<file path="src/hw/rtl/swl_pkg.sv">
// Shared types and constants for the sliding-window-log rate limiter.
// No dependencies; imported by every module of the block.
`timescale 1ns / 1ps
`default_nettype none
package swl_pkg;

  localparam int UserSlotsDefault = 256;
  localparam int MaxDepthDefault  = 16;
  localparam int TimeBitsDefault  = 32;

  localparam logic [15:0] WindowReset  = 16'd5;
  localparam logic [4:0]  MaxReqReset  = 5'd3;
  localparam logic [15:0] IdleReset    = 16'd10;

  // register indexes on the configuration port
  localparam logic [1:0] REG_WINDOW = 2'd0;
  localparam logic [1:0] REG_MAXREQ = 2'd1;
  localparam logic [1:0] REG_IDLE   = 2'd2;

  // operation codes of an input request
  localparam logic OP_REQUEST = 1'b0;
  localparam logic OP_SWEEP   = 1'b1;

  // command kinds after classification
  localparam logic [1:0] CMD_REQ   = 2'd0;
  localparam logic [1:0] CMD_DROP  = 2'd1;
  localparam logic [1:0] CMD_SWEEP = 2'd2;

  typedef struct packed {
    logic        op;
    logic [7:0]  user_index;
    logic [31:0] now_seconds;
  } in_item_t;

  typedef struct packed {
    logic       allowed;
    logic [8:0] freed_users;
  } out_item_t;

  typedef struct packed {
    logic [1:0]  kind;
    logic [7:0]  user;
    logic [31:0] now_seconds;
  } cmd_t;

  typedef struct packed {
    logic [15:0] window_seconds;
    logic [4:0]  max_requests;
    logic [15:0] idle_timeout;
  } cfg_t;

endpackage
`default_nettype wire

</file>
<file path="src/hw/rtl/swl_front.sv">
// Front end: accepts requests, classifies them and holds them in a two-entry queue.
// Depends on swl_pkg.
`timescale 1ns / 1ps
`default_nettype none
module swl_front import swl_pkg::*; #(
  parameter int USER_SLOTS = UserSlotsDefault,
  parameter int TIME_BITS  = TimeBitsDefault
) (
  input  wire logic     clk,
  input  wire logic     rst,
  input  wire logic     in_valid,
  output logic          in_ready,
  input  wire in_item_t in_item,
  output logic          cmd_valid,
  input  wire logic     cmd_ready,
  output cmd_t          cmd
);

  localparam logic [31:0] NowMask = (TIME_BITS >= 32) ? 32'hFFFF_FFFF
                                                      : 32'((64'd1 << TIME_BITS) - 64'd1);

  cmd_t       q [2];
  logic       wr_ptr;
  logic       rd_ptr;
  logic [1:0] fill;
  cmd_t       cmd_in;
  logic       push;
  logic       pop;

  always_comb begin
    cmd_in.user        = in_item.user_index;
    cmd_in.now_seconds = in_item.now_seconds & NowMask;
    if (in_item.op == OP_SWEEP) begin
      cmd_in.kind = CMD_SWEEP;
    end else if (17'(in_item.user_index) >= 17'(USER_SLOTS)) begin
      cmd_in.kind = CMD_DROP;
    end else begin
      cmd_in.kind = CMD_REQ;
    end
  end

  assign in_ready  = (fill != 2'd2);
  assign cmd_valid = (fill != 2'd0);
  assign cmd       = q[rd_ptr];
  assign push      = in_valid && in_ready;
  assign pop       = cmd_valid && cmd_ready;

  always_ff @(posedge clk) begin
    if (push) begin
      q[wr_ptr] <= cmd_in;
    end
  end

  always_ff @(posedge clk) begin
    if (rst) begin
      wr_ptr <= 1'b0;
      rd_ptr <= 1'b0;
      fill   <= 2'd0;
    end else begin
      if (push) begin
        wr_ptr <= ~wr_ptr;
      end
      if (pop) begin
        rd_ptr <= ~rd_ptr;
      end
      if (push && !pop) begin
        fill <= fill + 2'd1;
      end else if (pop && !push) begin
        fill <= fill - 2'd1;
      end
    end
  end

endmodule
`default_nettype wire

</file>
<file path="config.mk">
export PLATFORM = sky130hd
export DESIGN_NAME = swl_front
export DESIGN_NICKNAME = d
export VERILOG_FILES = /design/src/hw/rtl/swl_pkg.sv /design/src/hw/rtl/swl_front.sv
export SDC_FILE = /design/constraint.sdc
export NUM_CORES = 1
export LEC_CHECK = 0
export CORE_AREA = 3 3 74 76
export DETAILED_ROUTE_END_ITERATION = 10
export DIE_AREA = 0 0 77 79
export DONT_BUFFER_PORTS = 1
export MAX_ROUTING_LAYER = met4
export PLACE_DENSITY_LB_ADDON = 0.08
export SYNTH_ARGS = -nofsm -noshare
export SYNTH_HDL_FRONTEND = slang
export SYNTH_SLANG_ARGS = --single-unit
export TNS_END_PERCENT = 50
</file>
<file path="constraint.sdc">
create_clock -name clk -period 5 [get_ports clk]
set_clock_uncertainty 0.2 [all_clocks]
set_input_delay 0.5 -clock clk [delete_from_list [all_inputs] [get_ports clk]]
set_output_delay 0.5 -clock clk [all_outputs]
set_load 0.05 [all_outputs]
</file>
# == After elaboration in Yosys (flattened, before gate mapping) ==
# Memory sizes are Yosys's and may differ from the RTL's. A register that Yosys moved wholly into a read port is not among the register bits.
# Index checks and enable logic that the tools add are counted.
# word_totals
wordCells,24
in_bits,45
out_inout_bits,44
regBits,4
ram_bits,84
n_memories,1
# classes
reduce_logical,8
add_sub_neg,2
eq_ne,1
bitwise_logic,2
muxes,7
# mem_list
name,words,word_bits,rd,rd_clocked_by_memory_dff,write_ports,line_no,rtl
q,2,42,1,1,1,swl_front.sv:22,cmd_t q [2];
# op_table
cell,count
$mux W2,3
$logic_and A1 B1 Y1,4
$mux W1,4
$reduce_bool A2 Y1,2
$add A2 B1 Y2 const B,1
$logic_not A1 Y1,2
$ne A2 B2 Y1 const B,1
$not A1 Y1,2
$sub A2 B1 Y2 const B,1

# == Longest topological paths before layout ==
# Gate-level depths: netlist of the first run.
# logic_depth
depth_word,6
mapped_depth,6
depth_no_buf,6

# == Worst setup path after synthesis of the first run ==
# No wires, ideal clock.
# synth_path
kind,register -> register
start,reg fill[0]
end,mem q[1][0] (netlist name) (enable)
synth_period_minus_slack_ps,2619
arrival_time_ps,2016
setup_ps,403
path_buffers,0
path_slack_ps,2381
path_stages_with_launch,3
required_time_ps,4397
path_cell_list,dfxtp_1 -> nand2b_1 -> and3_1
# synth_via
elab_chain_cells,4
# synth_lines
element,line_no,rtl
from (decl),swl_front.sv:25,logic [1:0] fill;
from (signal assigned),swl_front.sv:67,fill <= fill + 2'd1;
from (signal assigned),swl_front.sv:69,fill <= fill - 2'd1;
$ne A2 B2 Y1,swl_front.sv:42,assign in_ready = (fill != 2'd2);
via in_ready,swl_front.sv:12,"output logic in_ready,"
$logic_and A1 B1 Y1,swl_front.sv:45,assign push = in_valid && in_ready;
$mux W1,swl_front.sv:49,if (push) begin
$mux W1 (implied by the code),swl_front.sv:50,q[wr_ptr] <= cmd_in;
to (decl),swl_front.sv:22,
# The timed path passes the listed nets, and every way through them passes these cells.

# == Final worst setup path of the first run ==
# layout_path
start,reg fill[0]
end,mem q[0][17] (netlist name) (enable)
# The elaborated chain is that of the path after synthesis.

==> results of run 1 <==
==> critical path, cell delays in order, from the launching register on <==
cell	delay [ns]
dfxtp_1	0.41
nand2b_1	0.55
nand3b_1	0.17
inv_1	0.61
buf_4	0.41
==> layer usage <==
| metal | share of wire [%] | GRT usage (%) | vias up |
|---|---|---|---|
| li1 | - | - | 606 |
| met5 | 0 | - | - |
| met1 | 36 | 17.7 | 658 |
| met3 | 10 | 9.18 | 7 |
| met4 | 1.4 | 6.41 | 0 |
| met2 | 53 | 28.7 | 60 |
==> worst max path at each step <==
stage	from	end	slack (ns)	depth (start not counted)
floorplan	fill[0]	q[1][0]	2.38	2
global placement	fill[0]	q[0][14]	2.40	4
detailed placement	fill[0]	q[0][18]	2.30	4
CTS	fill[0]	q[0][19]	2.28	4
global route	fill[0]	q[0][19]	2.12	4
finish	fill[0]	q[0][17]	2.32	4
==> registers in the layout, summed over array words and instances, names as in the netlist, named ones only <==
name    cells
rd_ptr      1
fill        2
q          82
wr_ptr      1
==> power by group <==
part | leakage, nW | internal [mW] | switching [mW]
clock network | 0.106 | 0.256 | 0.218
logic | 0.223 | 0.146 | 0.521
registers | 0.807 | 0.912 | 0.0679
==> through the flow <==
step	util (%)	worst slack (ns)	cell area, um2
3_5_place_dp	67.8	2.30	3240
3_3_place_gp	67.8	2.40	3240
5_1_grt	72.2	2.12	3450
6_report	72.2	2.32	3450
4_1_cts	72.2	2.28	3450
2_1_floorplan	-	2.38	3180
==> final cells by class <==
cell class,count,area [um2],area share [%]
clock buffer,12,155,4.49
clock inverter,4,45.0,1.30
inverter,1,3.75,0.109
multi-input combinational,60,586,17.0
sequential,87,2560,74.2
tap,67,83.8,2.43
timing repair buffer,2,17.5,0.507
==> cell families after synthesis <==
kind of cell / Yosys count / synth area share [%]
AOI/OAI and AO/OA: 5 / 0.943
xor gates and xnor gates: 3 / 0.826
adders and majority gates: 1 / 0.393
buffers and inverters: 7 / 1.14
DFF: 87 / 80.5
muxes: 41 / 14.5
other: 1 / 0.118
and+or+nand+nor: 9 / 1.57
==> placed cells by master (no fill, tap or decap) <==
cell type	instances
and3_2	1
nor2_1	3
clkbuf_8	11
a21bo_2	1
edfxtp_1	82
dlygate4sd3_1	1
and2_1	1
dfxtp_2	1
mux2_2	38
or3_1	1
clkinv_2	3
a21oi_1	2
nand2b_1	1
bufinv_16	1
xor2_1	3
dfxtp_1	4
clkbuf_1	1
mux2_1	3
inv_1	1
ha_1	1
buf_4	1
o21ai_0	2
nand3b_1	1
or2_2	1
conb_1	1
==> results.rst, run 1 <==
.. list-table::
   :header-rows: 1

   * - Metric
     - Value
   * - Outcome
     - finished clean
   * - Shortest period the worst path allows
     - ~2.7 ns
   * - Share of synthesized flip-flops with an asynchronous set or reset
     - 0%
   * - Count of inserted antenna diode cells
     - 0
   * - Final Max Slew Viols
     - 0
   * - Worst hold path class
     - in -> reg
   * - Post-route DRC violation count
     - 0
   * - Worst reg2reg path depth
     - 4
   * - Post-synthesis cell area
     - ~3200 um2
   * - Total nets after synthesis
     - 200
   * - DR vias
     - roughly 1300
   * - Number of antenna violations at the first check in global routing
     - 0
   * - Total chip power
     - 2.12 mW
   * - Top_reg_cell synth
     - edfxtp_1
   * - First-pass iteration count of the detailed router
     - 5
   * - Destination of the worst register-to-register timing path
     - q[0][17]
   * - RD Place Congestion
     - around 0.7
   * - Slew at the pin with the worst max-slew slack
     - between 0.9 and 1 ns
   * - Worst Path Arrival
     - ~2.5 ns
   * - Proportion of synthesized chip area in sequential cells
     - ~81%
   * - Via/cell ratio
     - 5.71
   * - Y dimension of the die
     - roughly 79 um
   * - Period utilization
     - between 50% and 60%
   * - Filler cells
     - between 200 and 300
   * - Setup repair after global routing missed its margin
     - false
   * - Routed wire length
     - around 4800 um
   * - Largest voltage drop on the vdd net
     - 0.402 mV
   * - Worst hold-check slack
     - between 0.02 and 0.03 ns
   * - Number of core rows
     - 25
   * - Number of clock sinks
     - between 80 and 90
   * - Yosys top cell by area
     - edfxtp_1
   * - Number of global-route vias before repair
     - between 1000 and 1500
   * - Synthesized instance count
     - roughly 150
   * - Final Hold Violating Endpoints
     - 0
   * - Tightest slew margin relative to the limit
     - a little under two fifths
   * - Level count of the clock H-tree
     - 3
   * - Largest net degree at the start of global routing
     - 42
   * - Number of enable flip-flop cells after synthesis
     - 82
   * - CTS Hold Buffers Added
     - 1
   * - Later-pin clock latency in the skew report
     - around 0.34 ns
   * - Number of DRC markers after the initial detailed-route iteration
     - 52
   * - Resize count post-CTS
     - 0
   * - Leakage Power
     - between 1 and 1.5 nW
   * - Number of antenna-violating nets in the routed design
     - 0
   * - Final-report setup violation count
     - 0
   * - Total track usage
     - between 10% and 20%
   * - First-pass GRT wire length
     - 7410 um
   * - Maximum clock frequency
     - 372 MHz
   * - Clock root buffer master
     - clkbuf_8
   * - Maximum net fanout on the critical path
     - 21
   * - Buffers added on ports
     - 0
   * - Deepest clock path buffer count
     - 2
   * - Area delta synth->final
     - 8.53%
   * - Clock tree from TritonCTS
     - built
   * - Kind of start point of the critical path
     - flop
   * - Setup TNS
     - 0 ns
   * - Start-to-end type of the worst setup path
     - reg -> reg
   * - Kind of end point of the critical path
     - flop
   * - Horizontal die dimension
     - between 70 and 80 um
   * - Boundary pin count
     - 89
   * - Finished Layout Cells
     - approximately 230
   * - Global route overflow
     - 0
   * - Average wire per cell in the routed design
     - 20.4 um
   * - # nets final
     - just over 200
   * - Total Die Area
     - about 6000 um2
   * - Startpoint of the worst-slack reg-to-reg timing path
     - fill[0]
   * - Share of cells above drive strength 1
     - between 30% and 40%
   * - Proportion of netlist area held by the largest area contributor
     - between 70 and 80%
   * - Min-Delay Path Depth
     - 1
   * - HPWL reported at the end of detailed placement
     - between 3000 and 4000 um
   * - Clock transition at path regs
     - 0.08 ns
   * - Clock buffers created by TritonCTS
     - 9
   * - Power per standard cell area
     - 614 nW/um2
   * - Count of maximum capacitance violations
     - 0
   * - Initial Util
     - around 67%
   * - Hold EP
     - fill[1]
   * - Top-count cell post-synth
     - edfxtp_1
   * - Synthesis-stage register bit count
     - 87
   * - Biggest area contributors in the synthesized netlist
     - edfxtp_1, mux2_2, dfxtp_1, mux2_1, xor2_1
   * - Core area
     - ~4800 um2
   * - Register-to-register setup slack
     - about 2.3 ns
   * - Cell types with the highest counts after synthesis
     - edfxtp_1, mux2_2, buf_2, dfxtp_1
   * - Yosys Warn Count
     - 0
   * - Startpoint of the tightest hold check path
     - rst
   * - Cell Count Post-Placement
     - roughly 220
   * - Number of setup buffers added after CTS
     - 0
   * - Required arrival time at the worst endpoint
     - 4.82 ns
   * - Distinct cell type count after synthesis
     - 20
   * - Post-Syn Area per Cell
     - just over 20 um2
(Power assumes the default switching activity.)
==> run 2: changes to the inputs <==
--- a/config.mk
+++ b/config.mk
@@ -5,9 +5,9 @@
 export SDC_FILE = /design/constraint.sdc
 export NUM_CORES = 1
 export LEC_CHECK = 0
-export CORE_AREA = 3 3 74 76
+export CORE_AREA = 3 3 77 79
 export DETAILED_ROUTE_END_ITERATION = 10
-export DIE_AREA = 0 0 77 79
+export DIE_AREA = 0 0 80 82
 export DONT_BUFFER_PORTS = 1
 export MAX_ROUTING_LAYER = met4
 export PLACE_DENSITY_LB_ADDON = 0.08
==> constraint.sdc (replaced) <==
create_clock -name clk -period 2.74 [get_ports clk]
set_clock_uncertainty 0.2 [all_clocks]
set_input_delay 0.274 -clock clk [delete_from_list [all_inputs] [get_ports clk]]
set_output_delay 0.274 -clock clk [all_outputs]
set_load 0.05 [all_outputs]
==> run 2 against run 1 <==
Effect of this change: critical endpoint is now cmd[35]; core utilization rose by 0.43 points; sequential cell count did not move; global-route usage rose by 0.49 points; largest power group unchanged; critical path type is now reg -> out; via count rose by 15%.
==> results.rst, run 2 (synthesis results as in run 1) <==
.. list-table::
   :header-rows: 1

   * - Metric
     - Value
   * - Outcome
     - finished clean
   * - Number of flip-flops under the largest register name
     - a little over 80
   * - Number of antenna-violating nets in the routed design
     - 0
   * - Later-pin clock latency in the skew report
     - 0.34 ns
   * - Post-layout util
     - 72.6%
   * - Clock transition at path regs
     - 0.08 ns
   * - Resize count post-CTS
     - 0
   * - Shortest period the worst path allows
     - 2.24 ns
   * - Routed wire length
     - 5260 um
   * - Number of global-route vias before repair
     - ~1600
   * - # nets final
     - 253
   * - Start-to-end type of the worst setup path
     - reg -> out
   * - Clock root buffer master
     - clkbuf_8
   * - Setup repair after global routing missed its margin
     - false
   * - Setup TNS
     - 0 ns
   * - Area delta synth->final
     - 23.3%
   * - Maximum clock frequency
     - between 400 and 500 MHz
   * - Clock tree from TritonCTS
     - built
   * - First-pass iteration count of the detailed router
     - 4
   * - Boundary pin count
     - slightly below 90
   * - Finished Layout Cells
     - approximately 280
   * - Leakage Power
     - around 1.3 nW
   * - Number of core rows
     - 27
   * - Period utilization
     - ~82%
   * - Share of cells above drive strength 1
     - between 20% and 30%
   * - CTS Hold Buffers Added
     - 43
   * - Worst hold path class
     - in -> reg
   * - Count of maximum capacitance violations
     - 0
   * - Commonest cells after routing, fill and taps aside
     - edfxtp_1, dlygate4sd3_1, mux2_2, clkbuf_8, dfxtp_1
   * - Initial Util
     - 58.9%
   * - Global route overflow
     - 0
   * - Final-report setup violation count
     - 0
   * - Level count of the clock H-tree
     - 3
   * - Instance area at placement
     - ~3300 um2
   * - Registers with the highest flip-flop counts
     - q (82), fill (2)
   * - Top reg by flops
     - q
   * - Number of clock sinks
     - 87
   * - Worst Path Arrival
     - about 1.8 ns
   * - Buffers added on ports
     - 0
   * - Kind of end point of the critical path
     - output port
   * - HPWL reported at the end of detailed placement
     - 3320 um
   * - Via/cell ratio
     - 5.39
   * - Kind of start point of the critical path
     - flop
   * - Maximum net fanout on the critical path
     - 23
   * - Design area
     - ~4000 um2
   * - Horizontal die dimension
     - roughly 80 um
   * - RD Place Congestion
     - ~0.71
   * - Register-to-register setup slack
     - roughly 0.68 ns
   * - Clock buffers created by TritonCTS
     - 9
   * - DR vias
     - ~1500
   * - Power per standard cell area
     - roughly 1000 nW/um2
   * - First-pass GRT wire length
     - approximately 8100 um
   * - Count of inserted antenna diode cells
     - 0
   * - Final Hold Violating Endpoints
     - 0
   * - Number of DRC markers after the initial detailed-route iteration
     - 97
   * - Core area
     - 5410 um2
   * - Required arrival time at the worst endpoint
     - approximately 2.3 ns
   * - Total Die Area
     - between 6000 and 7000 um2
   * - Deepest clock path buffer count
     - 2
   * - Number of antenna violations at the first check in global routing
     - 0
   * - Final Max Slew Viols
     - 0
   * - Total track usage
     - between 10% and 20%
   * - Average wire per cell in the routed design
     - 18.5 um
   * - Y dimension of the die
     - a little over 80 um
   * - Cell Count Post-Placement
     - about 230
   * - Largest voltage drop on the vdd net
     - just over 0.7 mV
   * - Most common cell after layout, fill and taps aside
     - edfxtp_1
   * - Post-route DRC violation count
     - 0
   * - Number of setup buffers added after CTS
     - 0
   * - Largest net degree at the start of global routing
     - 24
[run 2: changes by cell type in the layout (fill, tap and decap cells not counted)]
cell / delta
clkinv_2: -1
buf_12: +2
buf_4: +2
dlygate4sd3_1: +42
clkbuf_8: -2
inv_1: -1
clkinv_4: +2
clkinv_1: +2
[run 2: metrics by stage]
| step | setup slack, ns | hold WS, ns | total power, mW |
|---|---|---|---|
| after floorplan | 0.121 | 0.143 | 2.94 |
| after detailed placement | 0.709 | 0.149 | 3.09 |
| final | 0.499 | 0.0899 | 3.94 |
| after global routing | 0.387 | 0.123 | 4.09 |
| after global placement | 0.802 | 0.144 | 3.06 |
| after CTS | 0.458 | 0.0758 | 3.97 |
[run 2: path summary, 6_finish.rpt]
path / start / to / depth (start not counted)
worst min-delay path: cmd_ready / rd_ptr / 3
worst min register to register: fill[1] / fill[1] / 2
worst max-delay path: flop / cmd[35] / 2
worst max register to register: fill[0] / fill[1] / 6
[run 2: report_power, final]
group          switching [mW]  leakage [nW]  internal (mW)  total (mW)
Clock                   0.408        0.0976          0.418       0.827
Combinational            1.02         0.420          0.342        1.36
Sequential             0.0889         0.807           1.66        1.75
[run 2: final cells by class]
class | instances | area (um2)
multi-input combinational | 60 | 586
timing repair buffer | 48 | 493
sequential | 87 | 2560
fill | 339 | 1480
inverter | 1 | 3.75
clock buffer | 10 | 128
clock inverter | 6 | 61.3
tap | 72 | 90.1
[run 2: metal layers]
layer | GRT usage (%) | vias to the layer above | wire [um]
met5 | - | - | 0
met4 | 9.80 | 0 | 96
met3 | 5.37 | 10 | 337
met2 | 29.8 | 63 | 2840
met1 | 19.2 | 758 | 1980
li1 | - | 700 | -
[run 2: worst max-delay path: stages, from the launching register on]
cell and delay (ns):
dfxtp_2 0.63, buf_12 0.24, mux2_1 0.55
